`config.mk`:
```
export PLATFORM = sky130hd
export DESIGN_NAME = pid_position_incremental
export DESIGN_NICKNAME = d
export VERILOG_FILES = /design/src/pid_pkg.sv /design/src/pid_mul.sv /design/src/pid_div.sv /design/src/pid_dpath.sv /design/src/pid_useq.sv /design/src/pid_position_incremental.sv
export SDC_FILE = /design/constraint.sdc
export NUM_CORES = 2
export LEC_CHECK = 0
export ABC_AREA = 1
export CAP_MARGIN = 20
export CELL_PAD_IN_SITES_DETAIL_PLACEMENT = 0
export CELL_PAD_IN_SITES_GLOBAL_PLACEMENT = 1
export CORE_ASPECT_RATIO = 0.8
export CORE_MARGIN = 3
export CORE_UTILIZATION = 49
export CTS_CLUSTER_SIZE = 16
export DETAILED_ROUTE_END_ITERATION = 6
export DONT_BUFFER_PORTS = 1
export PLACE_DENSITY_LB_ADDON = 0.1
export RECOVER_POWER = 100
export SETUP_SLACK_MARGIN = 0.15
export SLEW_MARGIN = 15
export SYNTH_ARGS = -nofsm -noshare
export SYNTH_HDL_FRONTEND = slang
export SYNTH_SLANG_ARGS = --single-unit
export TNS_END_PERCENT = 10
```
`constraint.sdc`:
```
create_clock -name i_clk -period 7.13 [get_ports i_clk]
set_clock_uncertainty 0.1 [all_clocks]
set_input_delay 0.713 -clock i_clk [delete_from_list [all_inputs] [get_ports i_clk]]
set_output_delay 0.713 -clock i_clk [all_outputs]
set_load 0.03 [all_outputs]
```
`src/pid_pkg.sv`:
```
package pid_pkg;

    localparam int DATA_WIDTH_DEF = 32;
    localparam int FRAC_BITS_DEF  = 16;

    localparam int IO_W       = 32;
    localparam int PERIOD_W   = 31;
    localparam int LIMIT_W    = 31;
    localparam int CFG_IDX_W  = 3;
    localparam int CFG_DATA_W = 32;

    localparam logic [CFG_IDX_W-1:0] CFG_INCREMENTAL = 3'd0;
    localparam logic [CFG_IDX_W-1:0] CFG_GAIN_P      = 3'd1;
    localparam logic [CFG_IDX_W-1:0] CFG_GAIN_I      = 3'd2;
    localparam logic [CFG_IDX_W-1:0] CFG_GAIN_D      = 3'd3;
    localparam logic [CFG_IDX_W-1:0] CFG_INT_LIMIT   = 3'd4;
    localparam logic [CFG_IDX_W-1:0] CFG_DER_LIMIT   = 3'd5;
    localparam logic [CFG_IDX_W-1:0] CFG_OUT_LIMIT   = 3'd6;

    localparam int STEP_W  = 5;
    localparam int N_STEPS = 22;

    localparam logic [STEP_W-1:0] STEP_INC_ENTRY = 5'd8;
    localparam logic [STEP_W-1:0] STEP_TAIL      = 5'd12;
    localparam logic [STEP_W-1:0] STEP_OUT       = 5'd21;

    typedef struct packed {
        logic signed [IO_W-1:0] setpoint;
        logic signed [IO_W-1:0] feedback;
        logic [PERIOD_W-1:0]    period;
    } t_in_item;

    typedef struct packed {
        logic signed [IO_W-1:0] drive;
        logic                   drive_clamped;
    } t_out_item;

    typedef enum logic [3:0] {
        OP_NOP,
        OP_SUB,
        OP_ADD,
        OP_MOV,
        OP_CLI,
        OP_CLD,
        OP_ACCLD,
        OP_ACCADD,
        OP_SATACC,
        OP_MUL,
        OP_DIV,
        OP_CLO
    } t_op;

    typedef enum logic [3:0] {
        SRC_ZERO,
        SRC_SP,
        SRC_FB,
        SRC_PER,
        SRC_ERR,
        SRC_LERR,
        SRC_LDER,
        SRC_INTEG,
        SRC_PROP,
        SRC_DER,
        SRC_TMP,
        SRC_SUM,
        SRC_GP,
        SRC_GI,
        SRC_GD
    } t_src;

    typedef enum logic [3:0] {
        DST_NONE,
        DST_ERR,
        DST_LERR,
        DST_LDER,
        DST_INTEG,
        DST_PROP,
        DST_DER,
        DST_TMP,
        DST_SUM
    } t_dst;

    typedef enum logic [1:0] {
        COND_NONE,
        COND_ALWAYS,
        COND_INC,
        COND_POS
    } t_cond;

    typedef enum logic [1:0] {
        ST_IDLE,
        ST_EXEC,
        ST_WAIT
    } t_state;

    typedef struct packed {
        t_op               op;
        t_src              src_a;
        t_src              src_b;
        t_dst              dst;
        t_cond             cond;
        logic [STEP_W-1:0] target;
    } t_uword;

    typedef struct packed {
        logic   load;
        logic   fire;
        t_uword uw;
    } t_dp_ctl;

    typedef struct packed {
        logic unit_done;
        logic out_free;
    } t_dp_stat;

    function automatic t_uword f_uw(input t_op op, input t_src a, input t_src b,
                                    input t_dst d, input t_cond c,
                                    input logic [STEP_W-1:0] t);
        t_uword w;
        w.op     = op;
        w.src_a  = a;
        w.src_b  = b;
        w.dst    = d;
        w.cond   = c;
        w.target = t;
        return w;
    endfunction

    function automatic t_uword f_ucode(input logic [STEP_W-1:0] s);
        t_uword w;
        case (s)
            // common head
            5'd0:  w = f_uw(OP_SUB, SRC_SP, SRC_FB, DST_ERR, COND_NONE, '0);
            5'd1:  w = f_uw(OP_SUB, SRC_ERR, SRC_LERR, DST_DER, COND_NONE, '0);
            5'd2:  w = f_uw(OP_DIV, SRC_DER, SRC_PER, DST_DER, COND_NONE, '0);
            5'd3:  w = f_uw(OP_MOV, SRC_ERR, SRC_ZERO, DST_LERR, COND_INC, STEP_INC_ENTRY);
            // position form
            5'd4:  w = f_uw(OP_MUL, SRC_ERR, SRC_PER, DST_TMP, COND_NONE, '0);
            5'd5:  w = f_uw(OP_ADD, SRC_INTEG, SRC_TMP, DST_TMP, COND_NONE, '0);
            5'd6:  w = f_uw(OP_CLI, SRC_TMP, SRC_ZERO, DST_INTEG, COND_NONE, '0);
            5'd7:  w = f_uw(OP_MOV, SRC_ERR, SRC_ZERO, DST_PROP, COND_ALWAYS, STEP_TAIL);
            // incremental form
            5'd8:  w = f_uw(OP_CLI, SRC_ERR, SRC_ZERO, DST_INTEG, COND_NONE, '0);
            5'd9:  w = f_uw(OP_MOV, SRC_DER, SRC_ZERO, DST_PROP, COND_NONE, '0);
            5'd10: w = f_uw(OP_SUB, SRC_PROP, SRC_LDER, DST_DER, COND_NONE, '0);
            5'd11: w = f_uw(OP_MOV, SRC_DER, SRC_ZERO, DST_LDER, COND_NONE, '0);
            // common tail; step 20 runs only in incremental form
            5'd12: w = f_uw(OP_CLD, SRC_DER, SRC_ZERO, DST_DER, COND_NONE, '0);
            5'd13: w = f_uw(OP_MUL, SRC_GP, SRC_PROP, DST_TMP, COND_NONE, '0);
            5'd14: w = f_uw(OP_ACCLD, SRC_TMP, SRC_ZERO, DST_NONE, COND_NONE, '0);
            5'd15: w = f_uw(OP_MUL, SRC_GI, SRC_INTEG, DST_TMP, COND_NONE, '0);
            5'd16: w = f_uw(OP_ACCADD, SRC_TMP, SRC_ZERO, DST_NONE, COND_NONE, '0);
            5'd17: w = f_uw(OP_MUL, SRC_GD, SRC_DER, DST_TMP, COND_NONE, '0);
            5'd18: w = f_uw(OP_ACCADD, SRC_TMP, SRC_ZERO, DST_NONE, COND_NONE, '0);
            5'd19: w = f_uw(OP_SATACC, SRC_ZERO, SRC_ZERO, DST_SUM, COND_POS, STEP_OUT);
            5'd20: w = f_uw(OP_MUL, SRC_SUM, SRC_PER, DST_SUM, COND_NONE, '0);
            5'd21: w = f_uw(OP_CLO, SRC_SUM, SRC_ZERO, DST_NONE, COND_NONE, '0);
            default: w = f_uw(OP_NOP, SRC_ZERO, SRC_ZERO, DST_NONE, COND_ALWAYS, '0);
        endcase
        return w;
    endfunction

endpackage

```
`src/pid_mul.sv`:
```
module pid_mul import pid_pkg::*; #(
    parameter int DATA_WIDTH = DATA_WIDTH_DEF,
    parameter int FRAC_BITS  = FRAC_BITS_DEF
) (
    input  logic                                          i_clk,
    input  logic                                          i_rst_n,
    input  logic                                          i_start,
    input  logic signed [((DATA_WIDTH > 32) ? DATA_WIDTH : 32):0] i_a,
    input  logic signed [((DATA_WIDTH > 32) ? DATA_WIDTH : 32):0] i_b,
    output logic                                          o_done,
    output logic signed [DATA_WIDTH-1:0]                  o_p
);

    localparam int W     = DATA_WIDTH;
    localparam int MW    = (W > 32) ? W : 32;
    localparam int NCH   = (MW + 15) / 16;
    localparam int BPW   = NCH * 16;
    localparam int PW    = MW + BPW;
    localparam int CNT_W = $clog2(NCH + 1);

    logic [MW-1:0]    r_ma;
    logic [BPW-1:0]   r_mb;
    logic [PW-1:0]    r_acc;
    logic             r_neg;
    logic [CNT_W-1:0] r_cnt;
    logic             r_busy;
    logic             r_done;

    logic [MW-1:0]    mag_a;
    logic [MW-1:0]    mag_b;
    logic [MW+15:0]   pp;
    logic [PW-1:0]    shifted;
    logic [PW-1:0]    cap;
    logic [PW-1:0]    m;

    assign mag_a = i_a[MW] ? MW'(-i_a) : MW'(i_a);
    assign mag_b = i_b[MW] ? MW'(-i_b) : MW'(i_b);
    assign pp    = r_ma * r_mb[BPW-1 -: 16];

    always_ff @(posedge i_clk) begin
        if (!i_rst_n) begin
            r_busy <= 1'b0;
            r_done <= 1'b0;
            r_cnt  <= '0;
        end else begin
            r_done <= r_busy && (r_cnt == CNT_W'(1));
            if (i_start) begin
                r_busy <= 1'b1;
                r_cnt  <= CNT_W'(NCH);
            end else if (r_busy) begin
                r_cnt <= r_cnt - 1'b1;
                if (r_cnt == CNT_W'(1)) begin
                    r_busy <= 1'b0;
                end
            end
        end
    end

    // one 16-bit slice of the multiplier per cycle, most significant first
    always_ff @(posedge i_clk) begin
        if (i_start) begin
            r_ma  <= mag_a;
            r_mb  <= BPW'(mag_b);
            r_neg <= i_a[MW] ^ i_b[MW];
            r_acc <= '0;
        end else if (r_busy) begin
            r_acc <= (r_acc << 16) + PW'(pp);
            r_mb  <= r_mb << 16;
        end
    end

    always_comb begin
        shifted = r_acc >> FRAC_BITS;
        cap     = r_neg ? (PW'(1) << (W - 1)) : ((PW'(1) << (W - 1)) - PW'(1));
        m       = (shifted > cap) ? cap : shifted;
        o_p     = r_neg ? -m[W-1:0] : m[W-1:0];
    end

    assign o_done = r_done;

endmodule

```
`src/pid_div.sv`:
```
module pid_div import pid_pkg::*; #(
    parameter int DATA_WIDTH = DATA_WIDTH_DEF,
    parameter int FRAC_BITS  = FRAC_BITS_DEF
) (
    input  logic                         i_clk,
    input  logic                         i_rst_n,
    input  logic                         i_start,
    input  logic signed [DATA_WIDTH-1:0] i_num,
    input  logic [PERIOD_W-1:0]          i_den,
    output logic                         o_done,
    output logic signed [DATA_WIDTH-1:0] o_q
);

    localparam int W     = DATA_WIDTH;
    localparam int NW    = W + FRAC_BITS;
    localparam int CNT_W = $clog2(NW + 1);

    logic [NW-1:0]       r_qd;
    logic [PERIOD_W-1:0] r_rem;
    logic [PERIOD_W-1:0] r_den;
    logic                r_neg;
    logic                r_zero;
    logic [CNT_W-1:0]    r_cnt;
    logic                r_busy;
    logic                r_done;

    logic [W-1:0]        mag;
    logic [PERIOD_W:0]   sh;
    logic [PERIOD_W:0]   diff;
    logic                ge;
    logic [NW-1:0]       cap;
    logic [NW-1:0]       m;

    assign mag  = i_num[W-1] ? W'(-i_num) : W'(i_num);
    assign sh   = {r_rem, r_qd[NW-1]};
    assign diff = sh - {1'b0, r_den};
    assign ge   = (sh >= {1'b0, r_den});

    always_ff @(posedge i_clk) begin
        if (!i_rst_n) begin
            r_busy <= 1'b0;
            r_done <= 1'b0;
            r_cnt  <= '0;
        end else begin
            r_done <= r_busy && (r_cnt == CNT_W'(1));
            if (i_start) begin
                r_busy <= 1'b1;
                r_cnt  <= CNT_W'(NW);
            end else if (r_busy) begin
                r_cnt <= r_cnt - 1'b1;
                if (r_cnt == CNT_W'(1)) begin
                    r_busy <= 1'b0;
                end
            end
        end
    end

    // restoring division, one quotient bit per cycle shifted in from the bottom
    always_ff @(posedge i_clk) begin
        if (i_start) begin
            r_qd   <= {mag, {FRAC_BITS{1'b0}}};
            r_rem  <= '0;
            r_den  <= i_den;
            r_neg  <= i_num[W-1];
            r_zero <= (i_num == '0);
        end else if (r_busy) begin
            r_qd  <= {r_qd[NW-2:0], ge};
            r_rem <= ge ? diff[PERIOD_W-1:0] : sh[PERIOD_W-1:0];
        end
    end

    always_comb begin
        cap = r_neg ? (NW'(1) << (W - 1)) : ((NW'(1) << (W - 1)) - NW'(1));
        m   = (r_qd > cap) ? cap : r_qd;
        if (r_zero) begin
            o_q = '0;
        end else begin
            o_q = r_neg ? -m[W-1:0] : m[W-1:0];
        end
    end

    assign o_done = r_done;

endmodule

```
`src/pid_dpath.sv`:
```
module pid_dpath import pid_pkg::*; #(
    parameter int DATA_WIDTH = DATA_WIDTH_DEF,
    parameter int FRAC_BITS  = FRAC_BITS_DEF
) (
    input  logic                         i_clk,
    input  logic                         i_rst_n,
    input  t_dp_ctl                      i_ctl,
    input  logic signed [DATA_WIDTH-1:0] i_sp,
    input  logic signed [DATA_WIDTH-1:0] i_fb,
    input  logic [PERIOD_W-1:0]          i_per,
    input  logic signed [DATA_WIDTH-1:0] i_gain_p,
    input  logic signed [DATA_WIDTH-1:0] i_gain_i,
    input  logic signed [DATA_WIDTH-1:0] i_gain_d,
    input  logic [LIMIT_W-1:0]           i_int_lim,
    input  logic [LIMIT_W-1:0]           i_der_lim,
    input  logic [LIMIT_W-1:0]           i_out_lim,
    input  logic                         i_out_stall,
    output t_dp_stat                     o_stat,
    output logic                         o_out_valid,
    output t_out_item                    o_out_data
);

    localparam int W  = DATA_WIDTH;
    localparam int CW = ((W > 32) ? W : 32) + 1;

    localparam logic signed [W+1:0] A_MAX = {3'b000, {(W-1){1'b1}}};
    localparam logic signed [W+1:0] A_MIN = ~A_MAX;

    logic signed [W-1:0]   r_sp;
    logic signed [W-1:0]   r_fb;
    logic [PERIOD_W-1:0]   r_per;
    logic signed [W-1:0]   r_err;
    logic signed [W-1:0]   r_lerr;
    logic signed [W-1:0]   r_lder;
    logic signed [W-1:0]   r_integ;
    logic signed [W-1:0]   r_prop;
    logic signed [W-1:0]   r_der;
    logic signed [W-1:0]   r_tmp;
    logic signed [W-1:0]   r_sum;
    logic signed [W+1:0]   r_acc;
    logic signed [IO_W-1:0] r_drive;
    logic                  r_hit;
    logic                  r_o_valid;

    logic signed [CW-1:0]  a_ext;
    logic signed [CW-1:0]  b_ext;
    logic signed [W-1:0]   a_w;
    logic signed [W-1:0]   b_w;
    logic signed [W+1:0]   a_x;
    logic signed [W+1:0]   b_x;
    logic [W:0]            cl;
    logic signed [W-1:0]   alu_res;
    logic signed [W-1:0]   wr_val;
    logic                  wr_en;
    logic                  mul_start;
    logic                  div_start;
    logic                  mul_done;
    logic                  div_done;
    logic signed [W-1:0]   mul_p;
    logic signed [W-1:0]   div_q;
    logic                  out_free;
    logic                  out_fire;
    logic signed [CW-1:0]  drive_ext;

    function automatic logic signed [CW-1:0] f_src(input t_src s);
        logic signed [CW-1:0] v;
        case (s)
            SRC_SP:    v = CW'(r_sp);
            SRC_FB:    v = CW'(r_fb);
            SRC_PER:   v = CW'(r_per);
            SRC_ERR:   v = CW'(r_err);
            SRC_LERR:  v = CW'(r_lerr);
            SRC_LDER:  v = CW'(r_lder);
            SRC_INTEG: v = CW'(r_integ);
            SRC_PROP:  v = CW'(r_prop);
            SRC_DER:   v = CW'(r_der);
            SRC_TMP:   v = CW'(r_tmp);
            SRC_SUM:   v = CW'(r_sum);
            SRC_GP:    v = CW'(i_gain_p);
            SRC_GI:    v = CW'(i_gain_i);
            SRC_GD:    v = CW'(i_gain_d);
            default:   v = '0;
        endcase
        return v;
    endfunction

    function automatic logic signed [W-1:0] f_sat(input logic signed [W+1:0] x);
        logic signed [W-1:0] r;
        if (x > A_MAX) begin
            r = A_MAX[W-1:0];
        end else if (x < A_MIN) begin
            r = A_MIN[W-1:0];
        end else begin
            r = x[W-1:0];
        end
        return r;
    endfunction

    // returns {hit, clamped value}
    function automatic logic [W:0] f_clamp(input logic signed [W-1:0] x,
                                           input logic [LIMIT_W-1:0] lim);
        logic signed [CW-1:0] xe;
        logic signed [CW-1:0] le;
        logic signed [CW-1:0] ln;
        logic [W:0]           r;
        xe = CW'(x);
        le = CW'(lim);
        ln = -le;
        if (xe > le) begin
            r = {1'b1, le[W-1:0]};
        end else if (xe < ln) begin
            r = {1'b1, ln[W-1:0]};
        end else begin
            r = {1'b0, x};
        end
        return r;
    endfunction

    assign a_ext = f_src(i_ctl.uw.src_a);
    assign b_ext = f_src(i_ctl.uw.src_b);
    assign a_w   = a_ext[W-1:0];
    assign b_w   = b_ext[W-1:0];
    assign a_x   = (W+2)'(a_w);
    assign b_x   = (W+2)'(b_w);

    always_comb begin
        case (i_ctl.uw.op)
            OP_CLI:  cl = f_clamp(a_w, i_int_lim);
            OP_CLD:  cl = f_clamp(a_w, i_der_lim);
            OP_CLO:  cl = f_clamp(a_w, i_out_lim);
            default: cl = {1'b0, a_w};
        endcase
    end

    always_comb begin
        case (i_ctl.uw.op)
            OP_SUB:    alu_res = f_sat(a_x - b_x);
            OP_ADD:    alu_res = f_sat(a_x + b_x);
            OP_SATACC: alu_res = f_sat(r_acc);
            OP_CLI:    alu_res = cl[W-1:0];
            OP_CLD:    alu_res = cl[W-1:0];
            default:   alu_res = a_w;
        endcase
    end

    assign mul_start = i_ctl.fire && (i_ctl.uw.op == OP_MUL);
    assign div_start = i_ctl.fire && (i_ctl.uw.op == OP_DIV);
    assign wr_en     = (i_ctl.fire && !mul_start && !div_start) || mul_done || div_done;
    assign wr_val    = mul_done ? mul_p : (div_done ? div_q : alu_res);
    assign out_free  = !r_o_valid || !i_out_stall;
    assign out_fire  = i_ctl.fire && (i_ctl.uw.op == OP_CLO);
    assign drive_ext = CW'($signed(cl[W-1:0]));

    pid_mul #(
        .DATA_WIDTH (DATA_WIDTH),
        .FRAC_BITS  (FRAC_BITS)
    ) u_mul (
        .i_clk   (i_clk),
        .i_rst_n (i_rst_n),
        .i_start (mul_start),
        .i_a     (a_ext),
        .i_b     (b_ext),
        .o_done  (mul_done),
        .o_p     (mul_p)
    );

    pid_div #(
        .DATA_WIDTH (DATA_WIDTH),
        .FRAC_BITS  (FRAC_BITS)
    ) u_div (
        .i_clk   (i_clk),
        .i_rst_n (i_rst_n),
        .i_start (div_start),
        .i_num   (a_w),
        .i_den   (r_per),
        .o_done  (div_done),
        .o_q     (div_q)
    );

    // controller state carried from one transaction to the next
    always_ff @(posedge i_clk) begin
        if (!i_rst_n) begin
            r_integ <= '0;
            r_lerr  <= '0;
            r_lder  <= '0;
        end else if (wr_en) begin
            case (i_ctl.uw.dst)
                DST_INTEG: r_integ <= wr_val;
                DST_LERR:  r_lerr  <= wr_val;
                DST_LDER:  r_lder  <= wr_val;
                default:   ;
            endcase
        end
    end

    always_ff @(posedge i_clk) begin
        if (i_ctl.load) begin
            r_sp  <= i_sp;
            r_fb  <= i_fb;
            r_per <= i_per;
        end
        if (wr_en) begin
            case (i_ctl.uw.dst)
                DST_ERR:  r_err  <= wr_val;
                DST_PROP: r_prop <= wr_val;
                DST_DER:  r_der  <= wr_val;
                DST_TMP:  r_tmp  <= wr_val;
                DST_SUM:  r_sum  <= wr_val;
                default:  ;
            endcase
        end
        if (i_ctl.fire && (i_ctl.uw.op == OP_ACCLD)) begin
            r_acc <= a_x;
        end else if (i_ctl.fire && (i_ctl.uw.op == OP_ACCADD)) begin
            r_acc <= r_acc + a_x;
        end
        if (out_fire) begin
            r_drive <= drive_ext[IO_W-1:0];
            r_hit   <= cl[W];
        end
    end

    always_ff @(posedge i_clk) begin
        if (!i_rst_n) begin
            r_o_valid <= 1'b0;
        end else if (out_fire) begin
            r_o_valid <= 1'b1;
        end else if (!i_out_stall) begin
            r_o_valid <= 1'b0;
        end
    end

    assign o_stat.unit_done         = mul_done || div_done;
    assign o_stat.out_free          = out_free;
    assign o_out_valid              = r_o_valid;
    assign o_out_data.drive         = r_drive;
    assign o_out_data.drive_clamped = r_hit;

endmodule

```
`src/pid_useq.sv`:
```
module pid_useq import pid_pkg::*; (
    input  logic     i_clk,
    input  logic     i_rst_n,
    input  logic     i_in_valid,
    output logic     o_in_stall,
    input  logic     i_incremental,
    input  t_dp_stat i_stat,
    output t_dp_ctl  o_ctl
);

    t_state            r_state;
    t_state            n_state;
    logic [STEP_W-1:0] r_step;
    logic [STEP_W-1:0] n_step;
    logic [STEP_W-1:0] step_seq;
    t_uword            uw;
    logic              is_multi;
    logic              is_last;
    logic              take_jump;
    logic              in_accept;

    assign uw       = f_ucode(r_step);
    assign is_multi = (uw.op == OP_MUL) || (uw.op == OP_DIV);
    assign is_last  = (uw.op == OP_CLO);

    always_comb begin
        case (uw.cond)
            COND_ALWAYS: take_jump = 1'b1;
            COND_INC:    take_jump = i_incremental;
            COND_POS:    take_jump = !i_incremental;
            default:     take_jump = 1'b0;
        endcase
    end

    assign step_seq  = take_jump ? uw.target : (r_step + 1'b1);
    assign in_accept = i_in_valid && !o_in_stall;

    // next state
    always_comb begin
        n_state = r_state;
        n_step  = r_step;
        case (r_state)
            ST_IDLE: begin
                if (i_in_valid) begin
                    n_state = ST_EXEC;
                    n_step  = '0;
                end
            end
            ST_EXEC: begin
                if (is_multi) begin
                    n_state = ST_WAIT;
                end else if (is_last) begin
                    if (i_stat.out_free) begin
                        n_state = ST_IDLE;
                        n_step  = '0;
                    end
                end else begin
                    n_step = step_seq;
                end
            end
            ST_WAIT: begin
                if (i_stat.unit_done) begin
                    n_state = ST_EXEC;
                    n_step  = step_seq;
                end
            end
            default: begin
                n_state = ST_IDLE;
                n_step  = '0;
            end
        endcase
    end

    // outputs
    always_comb begin
        o_in_stall = (r_state != ST_IDLE);
        o_ctl.load = (r_state == ST_IDLE) && i_in_valid;
        o_ctl.uw   = uw;
        case (r_state)
            ST_EXEC: o_ctl.fire = is_last ? i_stat.out_free : 1'b1;
            default: o_ctl.fire = 1'b0;
        endcase
    end

    always_ff @(posedge i_clk) begin
        if (!i_rst_n) begin
            r_state <= ST_IDLE;
            r_step  <= '0;
        end else begin
            r_state <= n_state;
            r_step  <= n_step;
        end
    end

`ifndef SYNTH
    a_wait_on_unit: assert property (@(posedge i_clk) disable iff (!i_rst_n)
        (r_state == ST_WAIT) |-> ((uw.op == OP_MUL) || (uw.op == OP_DIV)))
        else $error("waiting on a step that starts no unit");

    a_done_in_wait: assert property (@(posedge i_clk) disable iff (!i_rst_n)
        i_stat.unit_done |-> (r_state == ST_WAIT))
        else $error("unit finished while sequencer was not waiting");

    a_accept_start: assert property (@(posedge i_clk) disable iff (!i_rst_n)
        in_accept |=> ((r_state == ST_EXEC) && (r_step == '0)))
        else $error("accepted transaction did not start the program");

    a_step_range: assert property (@(posedge i_clk) disable iff (!i_rst_n)
        r_step < STEP_W'(N_STEPS))
        else $error("step counter left the program");
`endif

endmodule

```
`src/pid_position_incremental.sv`:
```
// PID controller in position or incremental form, signed fixed point with FRAC_BITS
// fractional bits held at DATA_WIDTH bits. Each input transaction carries setpoint,
// feedback and sample period and yields one clamped drive value with a clamp flag.
// A short microcode program steps a shared datapath: one restoring divider that
// produces one quotient bit per cycle, and one multiplier that consumes one
// 16-bit slice of its second operand per cycle (four products per item). One item
// is worked at a time and the next is taken as soon as the result sits in the
// output register. Registers are to be written through the plain write port
// while the block is idle; the block itself does not enforce this.
module pid_position_incremental import pid_pkg::*; #(
    parameter int DATA_WIDTH = DATA_WIDTH_DEF,
    parameter int FRAC_BITS  = FRAC_BITS_DEF
) (
    input  logic                  i_clk,
    input  logic                  i_rst_n,
    input  logic                  i_in_valid,
    output logic                  o_in_stall,
    input  t_in_item              i_in_data,
    output logic                  o_out_valid,
    input  logic                  i_out_stall,
    output t_out_item             o_out_data,
    input  logic                  i_cfg_we,
    input  logic [CFG_IDX_W-1:0]  i_cfg_index,
    input  logic [CFG_DATA_W-1:0] i_cfg_data
);

    localparam int W  = DATA_WIDTH;
    localparam int CW = ((W > 32) ? W : 32) + 1;

    localparam logic signed [CW-1:0] C_DMAX = {{(CW-W+1){1'b0}}, {(W-1){1'b1}}};
    localparam logic signed [CW-1:0] C_DMIN = ~C_DMAX;

    logic                r_incremental;
    logic signed [W-1:0] r_gain_p;
    logic signed [W-1:0] r_gain_i;
    logic signed [W-1:0] r_gain_d;
    logic [LIMIT_W-1:0]  r_int_lim;
    logic [LIMIT_W-1:0]  r_der_lim;
    logic [LIMIT_W-1:0]  r_out_lim;

    logic signed [W-1:0] sp_w;
    logic signed [W-1:0] fb_w;
    logic signed [W-1:0] cfg_gain;
    t_dp_ctl             ctl;
    t_dp_stat            stat;

    function automatic logic signed [W-1:0] f_sat_in(input logic signed [IO_W-1:0] v);
        logic signed [CW-1:0] x;
        logic signed [W-1:0]  r;
        x = CW'(v);
        if (x > C_DMAX) begin
            r = C_DMAX[W-1:0];
        end else if (x < C_DMIN) begin
            r = C_DMIN[W-1:0];
        end else begin
            r = x[W-1:0];
        end
        return r;
    endfunction

    assign sp_w     = f_sat_in(i_in_data.setpoint);
    assign fb_w     = f_sat_in(i_in_data.feedback);
    assign cfg_gain = f_sat_in(i_cfg_data);

    always_ff @(posedge i_clk) begin
        if (!i_rst_n) begin
            r_incremental <= 1'b0;
            r_gain_p      <= '0;
            r_gain_i      <= '0;
            r_gain_d      <= '0;
            r_int_lim     <= '1;
            r_der_lim     <= '1;
            r_out_lim     <= '1;
        end else if (i_cfg_we) begin
            case (i_cfg_index)
                CFG_INCREMENTAL: r_incremental <= i_cfg_data[0];
                CFG_GAIN_P:      r_gain_p      <= cfg_gain;
                CFG_GAIN_I:      r_gain_i      <= cfg_gain;
                CFG_GAIN_D:      r_gain_d      <= cfg_gain;
                CFG_INT_LIMIT:   r_int_lim     <= i_cfg_data[LIMIT_W-1:0];
                CFG_DER_LIMIT:   r_der_lim     <= i_cfg_data[LIMIT_W-1:0];
                CFG_OUT_LIMIT:   r_out_lim     <= i_cfg_data[LIMIT_W-1:0];
                default:         ;
            endcase
        end
    end

    pid_useq u_useq (
        .i_clk         (i_clk),
        .i_rst_n       (i_rst_n),
        .i_in_valid    (i_in_valid),
        .o_in_stall    (o_in_stall),
        .i_incremental (r_incremental),
        .i_stat        (stat),
        .o_ctl         (ctl)
    );

    pid_dpath #(
        .DATA_WIDTH (DATA_WIDTH),
        .FRAC_BITS  (FRAC_BITS)
    ) u_dpath (
        .i_clk       (i_clk),
        .i_rst_n     (i_rst_n),
        .i_ctl       (ctl),
        .i_sp        (sp_w),
        .i_fb        (fb_w),
        .i_per       (i_in_data.period),
        .i_gain_p    (r_gain_p),
        .i_gain_i    (r_gain_i),
        .i_gain_d    (r_gain_d),
        .i_int_lim   (r_int_lim),
        .i_der_lim   (r_der_lim),
        .i_out_lim   (r_out_lim),
        .i_out_stall (i_out_stall),
        .o_stat      (stat),
        .o_out_valid (o_out_valid),
        .o_out_data  (o_out_data)
    );

endmodule

```
==> qor.csv <==
stage,metric,value,unit
floorplanning,num_io_pins,170,
timing,fin_ws,0.0564,ns
timing,fmax,141,MHz
yosys,synth_nets,11900,
cells_and_area,drive_above_1_share,8.77,%
cells_and_area,final_common_cell,nand2_1,
run_status,status,"complete, but fails checks",
placement,gp_congestion,1.07,
placement,place_hpwl,290,mm
yosys,ys_types,77,
critical_path,crit_fanout,19,
critical_path,arrival,7.48,ns
routing,postRouteAntennaNets,0,
floorplanning,fp.coreArea,0.160,mm2
critical_path,crit_path_end_kind,flip-flop,
routing,firstDrtPassIters,7,
cells_and_area,utilization,56.8,%
clock_tree,clock_sinks,890,
clock_tree,clk_latency,0.80,ns
cells_and_area,final_cell_mix,"nand2_1, inv_1, nor2_1, a21oi_1, o21ai_0",
yosys,synth.largest_area_cell,edfxtp_1,
clock_tree,cts.clk_slew.worst_paths,0.07,ns
timing,period_share,99.2,%
critical_path,critPathSlowestCell,nor2_1,
yosys,yosys_warnings,0,
yosys,syn_area,0.0796,mm2
cells_and_area,n_fill_cell,15200,
yosys,ys.flop_type,edfxtp_1,
worst_hold_path,min_path_type,in -> reg,
routing,wl_per_cell,27.8,um
global_routing,overflow,0,
floorplanning,die_w,457,um
timing,final_hold_viol_count,0,
floorplanning,fp.dieArea,0.167,mm2
clock_tree,cts_buffers,100,
global_routing,grt_usage,43.3,%
global_routing,grt_max_degree,233,
global_routing,first_global_vias,75100,
clock_tree,cts_tree,done,
global_routing,grt_pass1_wl,529,mm
yosys,synth_edf_count,452,
floorplanning,start_util,49.6,%
critical_path,crit_path_start_kind,flip-flop,
cells_and_area,area_delta_synth_final,14.4,%
yosys,synth_area_leaders,"edfxtp_1, nand2_1, fa_1",
routing,drc_errors,9,
cells_and_area,top_register,u_dpath.u_mul.r_acc,
critical_path,criticalPathCategory,reg -> reg,
critical_path,cp.required,7.53,ns
timing,slew_headroom,-159,%
run_status,failed_checks,"DRC, capacitance limit, slew limit",
timing,setup-violations-final,0,
timing,period_needed,7.07,ns
routing,wl,375,mm
floorplanning,row_count,131,
critical_path,crit_top_cell,nand2_1,
routing,vias,81800,
timing,worstMarginPinSlew,3.89,ns
yosys,synth_area_per_cell,7.38,um2
routing,drt_first_iter_violations,12600,
yosys,synth.top_cell.area_share,17.0,%
timing,fin_setup_tns,0,ns
yosys,ys_ff_latch,890,
yosys,seq_area_frac_synth,28.1,%
global_routing,grt_antenna_before_repair,75,
clock_tree,cts_max_path_buffers,3,
timing,drv_slew,1021,
flow_run,drv_cap,23,
clock_tree,clockRootBuffer,clkbuf_16,
placement,pre_cts_ws,0.0700,ns
timing,rsz0062_at_grt,true,
placement,portBuffers,0,
cells_and_area,final_nets,12300,
floorplanning,fp.dieH,367,um
cells_and_area,top_regs,"u_dpath.u_mul.r_acc x64, u_dpath.u_div.r_qd x48, u_dpath.r_acc x34",
yosys,async_reset_ff_share,0,%
clock_tree,cts-htree-levels,3,
critical_path,cpPeakStageDelay,0.67,ns
cells_and_area,largest_register_ffs,64,
routing,viasPerCell,6.08,
yosys,synthCells,10800,
-- cell families after synthesis --
| logic type | after synthesis | synth area share [%] |
|---|---|---|
| buf+inv | 2504 | 12.2 |
| fa+ha+maj | 992 | 19.9 |
| flops | 890 | 28.1 |
| simple gates | 4129 | 21.9 |
| compound gates | 2048 | 15.5 |
| xor+xnor | 230 | 2.53 |
-- critical path, delay by kind of cell (launching register included) --
| kind | cells | cell delay, ns |
|---|---|---|
| AO/OA/AOI/OAI | 3 | 0.58 |
| XOR/XNOR | 1 | 0.14 |
| adder cells (fa/ha/maj) | 2 | 0.59 |
| buffers and inverters | 7 | 1.18 |
| flip-flops | 1 | 0.44 |
| AND/OR/NAND/NOR | 18 | 3.72 |
-- worst paths after layout --
kind                     startpoint                endpoint  slack [ns]  cells past startpoint
max                   u_useq.uw[12]       u_dpath.r_err[11]        0.06                     31
min                  i_cfg_data[26]            r_gain_p[26]        0.02                      2
min reg2reg  u_dpath.u_mul.r_acc[0]  u_dpath.u_mul.r_acc[0]        0.37                      2
max reg2reg           u_useq.uw[12]       u_dpath.r_err[11]        0.06                     31
-- Yosys cell counts, types with 8 or more instances --
cell type and number:
nor3_2 13, nand2_2 24, a21boi_0 16, buf_1 29, clkinv_1 11, nor3_1 118, o31ai_1 11, fa_1 454
o21a_1 35, o221ai_1 31, edfxtp_1 452, o22ai_1 257, o21ai_0 528, a221oi_1 24, a21oi_1 640, nand3_1 502
or2_2 23, o2111ai_1 57, inv_1 1939, dfxtp_1 438, inv_2 36, buf_4 28, buf_2 84, nor2_2 18
a22o_1 35, o211ai_1 197, clkbuf_1 364, xor2_1 202, a31oi_1 32, nor2_1 703, o21bai_1 28, nand2_1 2470
nand4_1 136, o21ai_1 43, ha_1 538, buf_6 12, a211oi_1 13, a21o_1 26, a32o_1 8, nor4_1 53
xnor2_1 28, o311ai_0 11, a22oi_1 27, nand3b_1 15
-- layout make-up --
class / instances / area (um2) / area share (%)
well taps: 2128 / 2660 / 2.92
clock buffers: 119 / 2690 / 2.95
diodes: 41 / 103 / 0.113
clock inverters: 70 / 868 / 0.953
multi-input cells: 7399 / 47700 / 52.4
repair buffers: 828 / 7200 / 7.91
inverters: 1987 / 7460 / 8.19
flip-flops and latches: 890 / 22300 / 24.5
-- per-layer routing --
metal,track usage (%),vias to the layer above,share of wire (%)
li1,-,36100,-
met1,62.3,39200,42
met2,57.3,5596,38
met3,17.9,877,16
met4,15.9,38,4.5
met5,0,-,0.068
-- through the flow --
step / cell area (um2) / std cells / hold WS [ns]
6_report: 91100 / 13500 / 0.0186
5_1_grt: 91000 / 13400 / 0.0136
4_1_cts: 90800 / 13400 / 0.0000329
3_5_place_dp: 85900 / 13100 / 0.344
3_3_place_gp: 85900 / 13100 / 0.343
2_1_floorplan: 79600 / 10800 / 0.318
-- timing repair --
action                                 CTS  global route
pin swaps                                0            12
resized for setup                        1            59
setup endpoints to repair                3           105
hold buffers                           136             0
setup buffers                            3            34
endpoints found under the hold margin  203             0
gates cloned                             0             4
Power is not shown: default switching activity piles up to over one toggle a cycle in this logic, so the estimate is an artifact.
